## config.mk

```make
export PLATFORM = sky130hd
export DESIGN_NAME = eight_bit_alu_with_flags_flat
export DESIGN_NICKNAME = d
export VERILOG_FILES = /design/src/design/alu8f_pkg.sv /design/src/design/alu8f_req_if.sv /design/src/design/alu8f_rsp_if.sv /design/src/design/eight_bit_alu_with_flags.sv /design/src/design/alu8f_core.sv /design/src/flat_wrapper.sv
export SDC_FILE = /design/constraint.sdc
export NUM_CORES = 1
export LEC_CHECK = 0
export BUFFER_PORTS_ARGS = -buffer_cell sky130_fd_sc_hd__buf_4
export CAP_MARGIN = 20
export CORE_UTILIZATION = 54
export DETAILED_ROUTE_END_ITERATION = 16
export MAX_ROUTING_LAYER = met4
export PLACE_DENSITY = 0.77
export SLEW_MARGIN = 20
export SYNTH_ARGS = -nofsm -noshare
export SYNTH_HDL_FRONTEND = slang
export SYNTH_SLANG_ARGS = --single-unit
```

## constraint.sdc

```tcl
create_clock -name clk -period 3.6 [get_ports clk]
set_input_delay 0.18 -clock clk [delete_from_list [all_inputs] [get_ports clk]]
set_output_delay 0.18 -clock clk [all_outputs]
set_load 0.1 [all_outputs]
```

## src/design/alu8f_pkg.sv

```systemverilog
// ----------------------------------------------------------------------------
// alu8f_pkg
// Types and constants shared by the eight-bit ALU with flags.
// ----------------------------------------------------------------------------
package alu8f_pkg;

	localparam int OP_W    = 5;
	localparam int DATA_W  = 8;
	localparam int WIDE_W  = 16;
	localparam int FLAG_W  = 8;

	typedef enum logic [OP_W-1:0] {
		OP_ADD   = 5'd0,
		OP_ADC   = 5'd1,
		OP_SUB   = 5'd2,
		OP_SBC   = 5'd3,
		OP_AND   = 5'd4,
		OP_XOR   = 5'd5,
		OP_OR    = 5'd6,
		OP_CP    = 5'd7,
		OP_INC8  = 5'd8,
		OP_DEC8  = 5'd9,
		OP_DAA   = 5'd10,
		OP_CPL   = 5'd11,
		OP_SCF   = 5'd12,
		OP_CCF   = 5'd13,
		OP_ADD16 = 5'd14,
		OP_INC16 = 5'd15,
		OP_DEC16 = 5'd16
	} op_t;

	// flag bit positions
	localparam int FL_S  = 7;
	localparam int FL_Z  = 6;
	localparam int FL_H  = 4;
	localparam int FL_PV = 2;
	localparam int FL_N  = 1;
	localparam int FL_C  = 0;

	localparam logic [FLAG_W-1:0] FLAG_MASK  = 8'hD7;
	localparam logic [FLAG_W-1:0] FLAG_RESET = 8'hD7;
	localparam logic [DATA_W-1:0] ACC_RESET  = 8'hFF;

	localparam logic [DATA_W-1:0] DAA_LIMIT  = 8'h99;
	localparam logic [3:0]        DAA_NIB    = 4'h9;
	localparam logic [DATA_W-1:0] DAA_LO_ADJ = 8'h06;
	localparam logic [DATA_W-1:0] DAA_HI_ADJ = 8'h60;
	localparam logic [DATA_W-1:0] INC_OVF    = 8'h7F;
	localparam logic [DATA_W-1:0] DEC_OVF    = 8'h80;

	typedef struct packed {
		logic [DATA_W-1:0] result;
		logic [WIDE_W-1:0] wide_result;
		logic [FLAG_W-1:0] flags;
		logic              acc_we;
	} core_out_t;

endpackage

```

## src/design/alu8f_req_if.sv

```systemverilog
// ----------------------------------------------------------------------------
// alu8f_req_if
// Request channel: operation code and operands, valid/ready handshake.
// ----------------------------------------------------------------------------
interface alu8f_req_if;
	import alu8f_pkg::*;

	logic              valid;
	logic              ready;
	logic [OP_W-1:0]   op;
	logic [DATA_W-1:0] operand;
	logic [WIDE_W-1:0] wide_left;
	logic [WIDE_W-1:0] wide_right;

	modport source (output valid, output op, output operand, output wide_left,
		output wide_right, input ready);
	modport sink (input valid, input op, input operand, input wide_left,
		input wide_right, output ready);

endinterface

```

## src/design/alu8f_rsp_if.sv

```systemverilog
// ----------------------------------------------------------------------------
// alu8f_rsp_if
// Response channel: 8-bit result, 16-bit result and flags, valid/ready handshake.
// ----------------------------------------------------------------------------
interface alu8f_rsp_if;
	import alu8f_pkg::*;

	logic              valid;
	logic              ready;
	logic [DATA_W-1:0] result;
	logic [WIDE_W-1:0] wide_result;
	logic [FLAG_W-1:0] flag_bits;

	modport source (output valid, output result, output wide_result,
		output flag_bits, input ready);
	modport sink (input valid, input result, input wide_result,
		input flag_bits, output ready);

endinterface

```

## src/design/eight_bit_alu_with_flags.sv

```systemverilog
// ----------------------------------------------------------------------------
// eight_bit_alu_with_flags
// Eight-bit ALU with accumulator and flag register, registered in and out.
// ----------------------------------------------------------------------------
//  channel  direction  handshake      payload
//  req      in         valid/ready    op, operand, wide_left, wide_right
//  rsp      out        valid/ready    result, wide_result, flag_bits
//
//  One transaction per cycle sustained while rsp is ready; a request that is taken
//  passes the input register, then the result register, from which rsp offers
//  its result.
//  The accumulator and flags update as an operation leaves the input register,
//  so the following operation sees them in the next cycle.
//  Reset sets the accumulator to 0xFF and the flags to 0xD7, both stages empty.
//  A stalled rsp holds the result register; req keeps flowing until the input
//  register is full too.
// ----------------------------------------------------------------------------
module eight_bit_alu_with_flags (
	input  logic           clk,
	input  logic           arst_n,
	alu8f_req_if.sink      req,
	alu8f_rsp_if.source    rsp
);
	import alu8f_pkg::*;

	logic              valid_s1;
	logic [OP_W-1:0]   op_s1;
	logic [DATA_W-1:0] operand_s1;
	logic [WIDE_W-1:0] wide_left_s1;
	logic [WIDE_W-1:0] wide_right_s1;

	logic              valid_s2;
	logic [DATA_W-1:0] result_s2;
	logic [WIDE_W-1:0] wide_result_s2;
	logic [FLAG_W-1:0] flag_bits_s2;

	logic [DATA_W-1:0] acc_q;
	logic [FLAG_W-1:0] flag_q;

	logic              advance;
	logic              take;
	core_out_t         core_out;

	assign advance   = valid_s1 & (~valid_s2 | rsp.ready);
	assign req.ready = ~valid_s1 | advance;
	assign take      = req.valid & req.ready;

	alu8f_core u_core (
		.op         (op_s1),
		.operand    (operand_s1),
		.wide_left  (wide_left_s1),
		.wide_right (wide_right_s1),
		.acc        (acc_q),
		.flags      (flag_q),
		.core_out   (core_out)
	);

	// hold the input register until the core result can move on
	always_ff @(posedge clk or negedge arst_n) begin
		if (!arst_n) begin
			valid_s1 <= 1'b0;
		end else if (req.ready) begin
			valid_s1 <= req.valid;
		end
	end

	always_ff @(posedge clk) begin
		if (take) begin
			op_s1         <= req.op;
			operand_s1    <= req.operand;
			wide_left_s1  <= req.wide_left;
			wide_right_s1 <= req.wide_right;
		end
	end

	// architectural state
	always_ff @(posedge clk or negedge arst_n) begin
		if (!arst_n) begin
			acc_q  <= ACC_RESET;
			flag_q <= FLAG_RESET;
		end else if (advance) begin
			if (core_out.acc_we) begin
				acc_q <= core_out.result;
			end
			flag_q <= core_out.flags;
		end
	end

	always_ff @(posedge clk or negedge arst_n) begin
		if (!arst_n) begin
			valid_s2 <= 1'b0;
		end else if (advance) begin
			valid_s2 <= 1'b1;
		end else if (rsp.ready) begin
			valid_s2 <= 1'b0;
		end
	end

	always_ff @(posedge clk) begin
		if (advance) begin
			result_s2      <= core_out.result;
			wide_result_s2 <= core_out.wide_result;
			flag_bits_s2   <= core_out.flags;
		end
	end

	assign rsp.valid       = valid_s2;
	assign rsp.result      = result_s2;
	assign rsp.wide_result = wide_result_s2;
	assign rsp.flag_bits   = flag_bits_s2;

endmodule

```

## src/design/alu8f_core.sv

```systemverilog
// ----------------------------------------------------------------------------
// alu8f_core
// Datapath: arithmetic, logic, decimal adjust and 16-bit operations with flag
// generation for one operation against the current accumulator and flags.
// ----------------------------------------------------------------------------
module alu8f_core (
	input  logic [alu8f_pkg::OP_W-1:0]   op,
	input  logic [alu8f_pkg::DATA_W-1:0] operand,
	input  logic [alu8f_pkg::WIDE_W-1:0] wide_left,
	input  logic [alu8f_pkg::WIDE_W-1:0] wide_right,
	input  logic [alu8f_pkg::DATA_W-1:0] acc,
	input  logic [alu8f_pkg::FLAG_W-1:0] flags,
	output alu8f_pkg::core_out_t         core_out
);
	import alu8f_pkg::*;

	logic              cin;
	logic              c;
	logic [DATA_W:0]   add9;
	logic [4:0]        add_h5;
	logic              add_v;
	logic [DATA_W:0]   sub9;
	logic [4:0]        sub_h5;
	logic              sub_v;
	logic [DATA_W-1:0] and_r;
	logic [DATA_W-1:0] xor_r;
	logic [DATA_W-1:0] or_r;
	logic [DATA_W-1:0] inc_r;
	logic [DATA_W-1:0] dec_r;
	logic              daa_lo;
	logic              daa_hi;
	logic [DATA_W-1:0] daa_diff;
	logic [DATA_W-1:0] daa_r;
	logic [WIDE_W:0]   add17;
	logic [12:0]       add_h13;
	logic [FLAG_W-1:0] fl;
	logic [DATA_W-1:0] res;
	logic [WIDE_W-1:0] wide;
	logic              we;

	assign cin = flags[FL_C];
	assign c   = cin & ((op_t'(op) == OP_ADC) | (op_t'(op) == OP_SBC));

	assign add9   = {1'b0, acc} + {1'b0, operand} + {{DATA_W{1'b0}}, c};
	assign add_h5 = {1'b0, acc[3:0]} + {1'b0, operand[3:0]} + {4'b0, c};
	assign add_v  = ~(acc[7] ^ operand[7]) & (acc[7] ^ add9[7]);

	assign sub9   = {1'b0, acc} - {1'b0, operand} - {{DATA_W{1'b0}}, c};
	assign sub_h5 = {1'b0, acc[3:0]} - {1'b0, operand[3:0]} - {4'b0, c};
	assign sub_v  = (acc[7] ^ operand[7]) & (acc[7] ^ sub9[7]);

	assign and_r = acc & operand;
	assign xor_r = acc ^ operand;
	assign or_r  = acc | operand;
	assign inc_r = operand + 8'd1;
	assign dec_r = operand - 8'd1;

	assign daa_lo   = flags[FL_H] | (acc[3:0] > DAA_NIB);
	assign daa_hi   = cin | (acc > DAA_LIMIT);
	assign daa_diff = (daa_lo ? DAA_LO_ADJ : '0) | (daa_hi ? DAA_HI_ADJ : '0);
	assign daa_r    = flags[FL_N] ? (acc - daa_diff) : (acc + daa_diff);

	assign add17   = {1'b0, wide_left} + {1'b0, wide_right};
	assign add_h13 = {1'b0, wide_left[11:0]} + {1'b0, wide_right[11:0]};

	always_comb begin
		res  = acc;
		wide = '0;
		we   = 1'b0;
		fl   = flags;
		unique case (op_t'(op))
			OP_ADD, OP_ADC: begin
				res = add9[DATA_W-1:0];
				we  = 1'b1;
				fl  = '0;
				fl[FL_S]  = add9[7];
				fl[FL_Z]  = (add9[DATA_W-1:0] == '0);
				fl[FL_H]  = add_h5[4];
				fl[FL_PV] = add_v;
				fl[FL_C]  = add9[DATA_W];
			end
			OP_SUB, OP_SBC, OP_CP: begin
				if (op_t'(op) != OP_CP) begin
					res = sub9[DATA_W-1:0];
					we  = 1'b1;
				end
				fl = '0;
				fl[FL_S]  = sub9[7];
				fl[FL_Z]  = (sub9[DATA_W-1:0] == '0);
				fl[FL_H]  = sub_h5[4];
				fl[FL_PV] = sub_v;
				fl[FL_N]  = 1'b1;
				fl[FL_C]  = sub9[DATA_W];
			end
			OP_AND, OP_XOR, OP_OR: begin
				we  = 1'b1;
				res = (op_t'(op) == OP_AND) ? and_r :
					(op_t'(op) == OP_XOR) ? xor_r : or_r;
				fl  = '0;
				fl[FL_S]  = res[7];
				fl[FL_Z]  = (res == '0);
				fl[FL_H]  = (op_t'(op) == OP_AND);
				fl[FL_PV] = ~^res;
			end
			OP_INC8: begin
				res = inc_r;
				fl  = '0;
				fl[FL_S]  = inc_r[7];
				fl[FL_Z]  = (inc_r == '0);
				fl[FL_H]  = (operand[3:0] == 4'hF);
				fl[FL_PV] = (operand == INC_OVF);
				fl[FL_C]  = cin;
			end
			OP_DEC8: begin
				res = dec_r;
				fl  = '0;
				fl[FL_S]  = dec_r[7];
				fl[FL_Z]  = (dec_r == '0);
				fl[FL_H]  = (operand[3:0] == 4'h0);
				fl[FL_PV] = (operand == DEC_OVF);
				fl[FL_N]  = 1'b1;
				fl[FL_C]  = cin;
			end
			OP_DAA: begin
				res = daa_r;
				we  = 1'b1;
				fl  = '0;
				fl[FL_S]  = daa_r[7];
				fl[FL_Z]  = (daa_r == '0);
				fl[FL_H]  = acc[4] ^ daa_r[4];
				fl[FL_PV] = ~^daa_r;
				fl[FL_N]  = flags[FL_N];
				fl[FL_C]  = daa_hi;
			end
			OP_CPL: begin
				res = ~acc;
				we  = 1'b1;
				fl[FL_H] = 1'b1;
				fl[FL_N] = 1'b1;
			end
			OP_SCF: begin
				fl[FL_H] = 1'b0;
				fl[FL_N] = 1'b0;
				fl[FL_C] = 1'b1;
			end
			OP_CCF: begin
				fl[FL_H] = cin;
				fl[FL_N] = 1'b0;
				fl[FL_C] = ~cin;
			end
			OP_ADD16: begin
				wide = add17[WIDE_W-1:0];
				fl[FL_H] = add_h13[12];
				fl[FL_N] = 1'b0;
				fl[FL_C] = add17[WIDE_W];
			end
			OP_INC16: begin
				wide = wide_left + 16'd1;
			end
			OP_DEC16: begin
				wide = wide_left - 16'd1;
			end
			default: begin
				res = acc;
			end
		endcase
	end

	assign core_out.result      = res;
	assign core_out.wide_result = wide;
	assign core_out.flags       = fl & FLAG_MASK;
	assign core_out.acc_we      = we;

endmodule
```

## src/flat_wrapper.sv

```systemverilog
// flat-port wrapper written by rule: the top's interface ports become plain ports
module eight_bit_alu_with_flags_flat import alu8f_pkg::*;
  (clk, arst_n, req_valid, req_op, req_operand, req_wide_left, req_wide_right, req_ready, rsp_valid, rsp_result, rsp_wide_result, rsp_flag_bits, rsp_ready);
  alu8f_req_if req_i ();
  alu8f_rsp_if rsp_i ();
  input  logic clk;
  input  logic arst_n;
  input wire logic [$bits(req_i.valid)-1:0] req_valid;
  input wire logic [$bits(req_i.op)-1:0] req_op;
  input wire logic [$bits(req_i.operand)-1:0] req_operand;
  input wire logic [$bits(req_i.wide_left)-1:0] req_wide_left;
  input wire logic [$bits(req_i.wide_right)-1:0] req_wide_right;
  output wire logic [$bits(req_i.ready)-1:0] req_ready;
  output wire logic [$bits(rsp_i.valid)-1:0] rsp_valid;
  output wire logic [$bits(rsp_i.result)-1:0] rsp_result;
  output wire logic [$bits(rsp_i.wide_result)-1:0] rsp_wide_result;
  output wire logic [$bits(rsp_i.flag_bits)-1:0] rsp_flag_bits;
  input wire logic [$bits(rsp_i.ready)-1:0] rsp_ready;
  assign req_i.valid = req_valid;
  assign req_i.op = req_op;
  assign req_i.operand = req_operand;
  assign req_i.wide_left = req_wide_left;
  assign req_i.wide_right = req_wide_right;
  assign req_ready = req_i.ready;
  assign rsp_valid = rsp_i.valid;
  assign rsp_result = rsp_i.result;
  assign rsp_wide_result = rsp_i.wide_result;
  assign rsp_flag_bits = rsp_i.flag_bits;
  assign rsp_i.ready = rsp_ready;
  eight_bit_alu_with_flags u_core (.clk(clk), .arst_n(arst_n), .req(req_i), .rsp(rsp_i));
endmodule
```

==> summary.md, run 1 <==
| Metric | Value |
|---|---|
| Status | finished clean |
| Clock latency on the worst-skew pair | ~0.36 ns |
| CTS Root Buffer Type | clkbuf_16 |
| Largest net degree at the start of global routing | 46 |
| Seq cells post-synth | 91 |
| CTS max path bufs | 2 |
| Crit Path Max Fanout | 3 |
| CP Data Arrival Time | 3.65 ns |
| Max Slew Vio Count | 0 |
| Vias in the first global route | 6603 |
| # IOs | 83 |
| GPL Wtd Cong | between 1 and 1.5 |
| Yosys cell types | slightly above 70 |
| Number of diodes | 0 |
| HP Class | in2reg |
| Rel. slew slack | a little over two fifths |
| WL met2 | 10.97 mm |
| Worst path depth | 19 |
| Mux cell area share after synthesis | 4.247% |
| Detailed Place HPWL | 17.75 mm |
| Worst r2r src | u_core.acc_q[2] |
| Reg2Reg Depth | 19 |
| Buf+Inv Stages, Crit Path | 3 |
| Buffers on Ports | 80 |
| Grt ovf | 0 |
| TritonCTS clock tree | built |
| Cell area after layout | 9402 µm² |
| Final core utilization | between 70% and 80% |
| Crit path from | u_core.acc_q[2] |
| Share of cells above drive strength 1 | 24.00% |
| Cell leakage power | 4.018 nW |
| Cells after Synth | roughly 760 |
| Slowest cell on crit path | dfstp_2 |
| DR iter-0 viols | 778 |
| Top delay family on crit path | compound AO/OA/AOI/OAI gates |
| Tmin final | 3.544 ns |
| Layout area overhead | 27.64% |
| RSZ-0062 raised after global routing | yes |
| Met1 WL | 10.21 mm |
| Core ar. | 13300 µm² |
| Required time worst endpoint | around 3.7 ns |
| GRT Util Overall | 34.83% |
| Largest family of logic cells by synthesized area | compound AO/OA/AOI/OAI gates |
| Synth Area in Adders | 15.39% |
| Initial DRT Pass Iterations | 7 |
| Synth async-reset ratio | 17.58% |
| Cts bufs inserted | 9 |
| Number of flops mapped to enable cells by yosys | 75 |
| Max layer used | met4 |
| Die W | around 120 µm |
| Drt drc | 0 |
| H-tree Lvls | 3 |
| Setup_tns | 0 ns |
| Final ANT Viol Nets | 0 |
| Worst setup EP type | flop |
| Synth Area per Inst | 9.730 µm² |
| Number of setup violations in the final report | 0 |
| First-pass GRT wire length | 36.25 mm |
| Netlist Area Pre-Place | 7366 µm² |
| Pwr dens | 689.6 nW/µm² |
| Nets | roughly 1100 |
| Die area | 14110 µm² |
| Setup Skew | 0.01583 ns |
| Startpoint Class | flop |
| Vias/cell | about 6.2 |
| Placement Cell Area | roughly 8500 µm² |
| Max_cap viols | 0 |
| Worst hold slack | 0.006782 ns |
| Fmax | 282.1 MHz |
| Worst-margin pin slew | between 0.8 and 0.9 ns |
| Crit-path cells | inv_2, a21oi_4, a211o_1, a21oi_2, ha_1, inv_1, o21ai_1, ha_1, nand2_2, o21ai_2, xnor2_2, inv_2, ha_4, xor2_2, xnor2_1, a21oi_1, o311ai_1, a31oi_1, nor2_1 |
| Initial Util | 55.40% |
| Compound-Gate Fraction of Synth Area | between 10% and 20% |
| Post-Route WL | 23.33 mm |
| Fin. Hold Viols | 0 |
| CP Class | reg2reg |
| R2R Path End | u_core.rsp.flag_bits[2] |
| Reg2reg setup slack | between 0.05 and 0.06 ns |
| WL met3 | 1.551 mm |
| Sink Count | a little over 90 |
| Peak VDD IR | around 440 µV |
| Initial antenna violation count | 0 |
| Register area share after synthesis | 36.25% |
| CP endpoint | u_core.rsp.flag_bits[2] |
| Xor-xnor portion of the synthesized cell area | 7.253% |
| Clock slew at reported path FFs | 0.08 ns |
| Synth warn | 0 |
| Simple-gate portion of the synthesized area | 13.74% |
| WL per Instance | between 20 and 25 µm |
| Vias post-DR | 6765 |
| Die height | roughly 120 µm |
| Top_reg_cell synth | edfxtp_1 |
| Rows | 42 |
| Max stage delay on crit path | 0.54 ns |
| Tcrit/Tclk final | 98.45% |
worst min path at each step:
stage                             startpoint                       end  slack (ns)  depth (start not counted)
after floorplan                       arst_n          u_core.rsp.valid       -0.12                          0
after global placement                arst_n          u_core.rsp.valid        0.05                          1
after detailed placement              arst_n           u_core.valid_s1        0.06                          1
after CTS                 req_wide_right[14]  u_core.wide_right_s1[14]      0.0009                          1
after global routing        req_wide_left[5]    u_core.wide_left_s1[5]       0.002                          1
final                       req_wide_left[2]    u_core.wide_left_s1[2]       0.007                          1
power by group:
group	switching, mW	internal [mW]	total (mW)
clock	0.479	0.629	1.11
combinational	2.24	1.68	3.92
sequential	0.109	1.35	1.46
total	2.83	3.66	6.48
cell type report:
type                            count  area, µm²
Fill cell                         984       3894
Timing Repair Buffer              179       1461
Tap cell                          176      220.2
Inverter                           43      161.4
Clock inverter                      7      116.4
Sequential cell                    91       2670
Clock buffer                        9      225.2
Multi-Input combinational cell    592       4547
stage by stage:
step	total power, mW	setup WS (ns)	instances
after floorplan	3.769	0.05774	758
after global placement	4.774	0.04772	1037
after detailed placement	4.857	-0.09311	1037
after CTS	6.054	-0.02256	1094
after global routing	6.845	-0.1823	1097
final	6.483	0.05566	1097
flip-flops by register name, indices dropped and copies added, names as in the netlist:
name / count
u_core.wide_right_s1: 16
u_core.rsp.valid: 1
u_core.flag_q: 6
u_core.valid_s1: 1
u_core.rsp.wide_result: 16
u_core.op_s1: 5
u_core.wide_left_s1: 16
u_core.rsp.result: 8
u_core.operand_s1: 8
u_core.acc_q: 8
u_core.rsp.flag_bits: 6
per-layer routing:
layer / vias to the layer above / global-route usage, %
li1: 3149 / -
met1: 3284 / 46.30
met2: 294 / 54.57
met3: 38 / 5.454
met4: 0 / 11.16
met5: - / -
Yosys cell counts (3+ instances only):
| cell type | count | area [µm²] |
|---|---|---|
| o22ai_1 | 24 | 150.1 |
| or2_2 | 7 | 43.79 |
| nand2_1 | 35 | 131.4 |
| and2_1 | 5 | 31.28 |
| o21bai_1 | 6 | 45.04 |
| nand3_1 | 19 | 95.09 |
| clkbuf_1 | 21 | 78.83 |
| o221ai_1 | 7 | 61.31 |
| inv_1 | 43 | 161.4 |
| o31ai_1 | 3 | 22.52 |
| nor3b_1 | 3 | 22.52 |
| o21ai_1 | 3 | 15.01 |
| a211oi_1 | 7 | 52.55 |
| buf_2 | 6 | 30.03 |
| xor2_1 | 26 | 227.7 |
| nor4_1 | 9 | 56.30 |
| o211ai_1 | 4 | 30.03 |
| mux2i_1 | 14 | 140.1 |
| a31oi_1 | 10 | 62.56 |
| a21oi_1 | 58 | 290.3 |
| nand4b_1 | 4 | 35.03 |
| nor2b_1 | 8 | 50.05 |
| nand2b_1 | 12 | 75.07 |
| xnor2_1 | 35 | 306.5 |
| dfstp_2 | 14 | 367.9 |
| fa_1 | 6 | 120.1 |
| or3_1 | 8 | 50.05 |
| mux2_2 | 14 | 157.7 |
| a21o_1 | 16 | 120.1 |
| and4_1 | 3 | 26.28 |
| ha_1 | 81 | 1013 |
| nand4_1 | 6 | 37.54 |
| o21a_1 | 8 | 60.06 |
| nor3_1 | 13 | 65.06 |
| edfxtp_1 | 75 | 2252 |
| o21ai_0 | 38 | 190.2 |
| nor2_1 | 55 | 206.5 |
| a211o_1 | 5 | 43.79 |
cells by family (layout without fill, tap and decap cells):
group,after synthesis,count (layout)
adders and majority gates,87,87
AOI/OAI and AO/OA,217,217
xor gates and xnor gates,61,61
buffers and inverters,75,238
and+or+nand+nor,196,196
muxes,29,29
other,1,2
DFF,91,91
worst register-to-register path: stages, from the launching register on:
cell and delay (ns):
dfstp_2 0.54, inv_2 0.05, a21oi_4 0.15, a211o_1 0.15
a21oi_2 0.06, ha_1 0.27, inv_1 0.05, o21ai_1 0.06
ha_1 0.34, nand2_2 0.08, o21ai_2 0.20, xnor2_2 0.16
inv_2 0.07, ha_4 0.28, xor2_2 0.17, xnor2_1 0.10
a21oi_1 0.13, o311ai_1 0.12, a31oi_1 0.26, nor2_1 0.07
layout by cell type, fill, tap and decap left out, drive strengths merged, types with 13 or more instances in the layout:
cell type    count
buf            137
ha              81
edfxtp          75
a21oi           59
nor2            55
inv             46
dlygate4sd3     42
o21ai           41
nand2           35
xnor2           35
xor2            26
o22ai           24
nand3           19
a21o            16
mux2            15
mux2i           14
dfstp           14
nor3            13
repair_timing:
item / in CTS / in global routing
setup endpoints to repair: 5 / 11
gates resized for setup: 4 / 26
buffers inserted: 1 / 2
pin swaps: 1 / 18
endpoints found under the hold margin: 55 / 2
hold buffers: 40 / 2
Note: power is estimated with default switching activity, not from simulation.
==> run 2: changes to the inputs <==
--- a/config.mk
+++ b/config.mk
@@ -7,11 +7,13 @@
 export LEC_CHECK = 0
 export BUFFER_PORTS_ARGS = -buffer_cell sky130_fd_sc_hd__buf_4
 export CAP_MARGIN = 20
-export CORE_UTILIZATION = 54
+export CORE_UTILIZATION = 55
 export DETAILED_ROUTE_END_ITERATION = 16
+export HOLD_SLACK_MARGIN = 0.02
 export MAX_ROUTING_LAYER = met4
-export PLACE_DENSITY = 0.77
+export PLACE_DENSITY = 0.78
 export SLEW_MARGIN = 20
 export SYNTH_ARGS = -nofsm -noshare
 export SYNTH_HDL_FRONTEND = slang
+export SYNTH_HIERARCHICAL = 1
 export SYNTH_SLANG_ARGS = --single-unit
==> run 2 against run 1 <==
Against the previous run: the run now ends with negative setup slack left; synthesized cell count down 0.40%; sequential share of layout area is 0.15 points higher; synthesized area grew 2.5%; critical path depth rose by 1; clock power about the same; sequential cell count is 2 higher; critical endpoint is now u_core/flag_q[2]; clock skew down 0.0034 ns; critical path type unchanged.
==> summary.md, run 2 <==
| Metric | Value |
|---|---|
| Status | finished, violations left |
| Failing checks | negative setup slack |
| Core ar. | around 13000 µm² |
| Grt ovf | 0 |
| Setup_tns | -0.4532 ns |
| Pwr dens | 765.6 nW/µm² |
| Clock share of power | 15.4% |
| Tcrit/Tclk final | 107.4% |
| DR iter-0 viols | 549 |
| TritonCTS clock tree | built |
| Cell leakage power | 4.092 nW |
| Detailed Place HPWL | 16.95 mm |
| Crit Path Max Fanout | 2 |
| Final core utilization | 71.92% |
| Largest net degree at the start of global routing | 46 |
| WL per Instance | 21.28 µm |
| CP Data Arrival Time | 4.14 ns |
| Peak VDD IR | approximately 500 µV |
| P_int | about 4.1 mW |
| Cts bufs inserted | 9 |
| Rel. slew slack | 37.63% |
| Vias in the first global route | slightly below 7000 |
| HP Class | in2reg |
| Seq pwr share | a little over a fifth |
| Synth Area per Inst | 10.02 µm² |
| Most frequent cells in the layout | buf_4 (132), ha_1 (81), edfxtp_1 (77) |
| Clock latency on the worst-skew pair | 0.36 ns |
| RSZ-0062 raised after global routing | yes |
| First-pass GRT wire length | 36.68 mm |
| Clock slew at reported path FFs | around 0.07 ns |
| GPL Wtd Cong | about 1.0 |
| Inst Count DP | 1031 |
| # IOs | 83 |
| Worst hold slack | 0.1699 ns |
| Fin. Hold Viols | 0 |
| H-tree Lvls | 3 |
| Die W | ~120 µm |
| Post-Route WL | 23.32 mm |
| Buffers on Ports | between 80 and 90 |
| CTS max path bufs | 2 |
| Number of setup violations in the final report | 2 |
| Max_cap viols | 0 |
| Vias/cell | 6.264 |
| Die area | 14200 µm² |
| Die height | 119.2 µm |
| Worst setup EP type | flop |
| Fmax | 258.7 MHz |
| Cells after Synth | around 750 |
| Tmin final | 3.866 ns |
| CTS Root Buffer Type | clkbuf_16 |
| Pre-CTS WS | -0.2541 ns |
| Sink Count | 93 |
| Max Slew Vio Count | 0 |
| Switching Fraction | 43.66% |
| Netlist Area Pre-Place | 7552 µm² |
| Number of diodes | 0 |
| Rows | between 40 and 50 |
| Vias post-DR | roughly 6900 |
| Slack of the critical path | -0.2659 ns |
| Combinational share of power | 63.7% |
| Drt drc | 0 |
| Initial DRT Pass Iterations | 6 |
| Initial Util | between 50% and 60% |
| Required time worst endpoint | slightly below 4 ns |
| Final Non-Filler Cells | 1096 |
| Synth warn | 6 |
| Startpoint Class | flop |
| Final ANT Viol Nets | 0 |
| Most common cell after layout, fill and taps aside | buf_4 |
| Share of cells above drive strength 1 | 24.24% |
| Worst-margin pin slew | 0.9284 ns |
| Layout area overhead | 26.61% |
| Nets | 1054 |
| Setup Skew | approximately 0.012 ns |
| CP Class | reg2reg |
| Initial antenna violation count | 0 |
| Psw | between 3 and 4 mW |
| GRT Util Overall | 34.90% |
-- run 2: critical path, stage by stage, from the launching register on --
cell	delay (ns)
dfstp_2	0.54
inv_2	0.05
a21oi_4	0.19
a211o_1	0.16
a21oi_2	0.06
ha_1	0.28
inv_1	0.06
o21ai_1	0.05
ha_1	0.32
nand2_2	0.10
a21oi_2	0.05
or3_4	0.41
nand2_4	0.08
ha_4	0.20
xor2_2	0.14
xnor2_1	0.12
a22oi_1	0.23
o311ai_1	0.14
a41oi_1	0.20
a31oi_1	0.13
mux2_2	0.27
-- run 2: per-stage QoR --
step | power (mW) | area [µm²]
floorplan | 4.444 | 7571
global placement | 5.575 | 8625
detailed placement | 5.655 | 8625
CTS | 6.942 | 9485
global route | 7.731 | 9562
finish | 7.320 | 9562
-- run 2: area by class of cell --
type                       instances  area (µm²)
tap                              176       220.2
inverter                          48       182.7
clock buffer                       9       225.2
multi-input combinational        585        4626
fill                             958        3734
sequential                        93        2730
timing repair buffer             179        1461
clock inverter                     6       116.4
-- run 2: final timing paths --
| kind | start | to | slack, ns | cells after the start |
|---|---|---|---|---|
| max reg2reg | u_core/acc_q[2] | u_core/flag_q[2] | -0.27 | 20 |
| min reg2reg | u_core/valid_s1 | u_core/rsp.valid | 0.57 | 1 |
| min in group asynchronous | arst_n | u_core/valid_s1 | 0.25 | 2 |
| min | rsp_ready | u_core/valid_s1 | 0.17 | 3 |
| max in group asynchronous | arst_n | u_core/flag_q[2] | 3.07 | 2 |
| max | u_core/acc_q[2] | u_core/flag_q[2] | -0.27 | 20 |
-- run 2: timing repair --
action	CTS	global route
hold buffers	47	0
hold endpoints to repair	62	0
pin swaps	7	3
resized for setup	6	15
buffers inserted	3	0
endpoints found under the setup margin	2	8
-- run 2: power groups by stage --
stage                     Clock, mW  Combinational, mW  Sequential, mW
final                          1.13               4.66            1.53
after global routing           1.18               5.01            1.55
after CTS                      1.14               4.28            1.53
after detailed placement          0               4.11            1.55
after global placement            0               4.04            1.54
after floorplan                   0               2.52            1.93
-- run 2: per-layer routing --
| layer | global-route usage, % | wire length [µm] | vias to the layer above |
|---|---|---|---|
| li1 | - | - | 3129 |
| met1 | 40.14 | 9164 | 3313 |
| met2 | 59.85 | 11780 | 349 |
| met3 | 4.837 | 1396 | 74 |
| met4 | 16.85 | 974 | 0 |
| met5 | - | 0 | - |
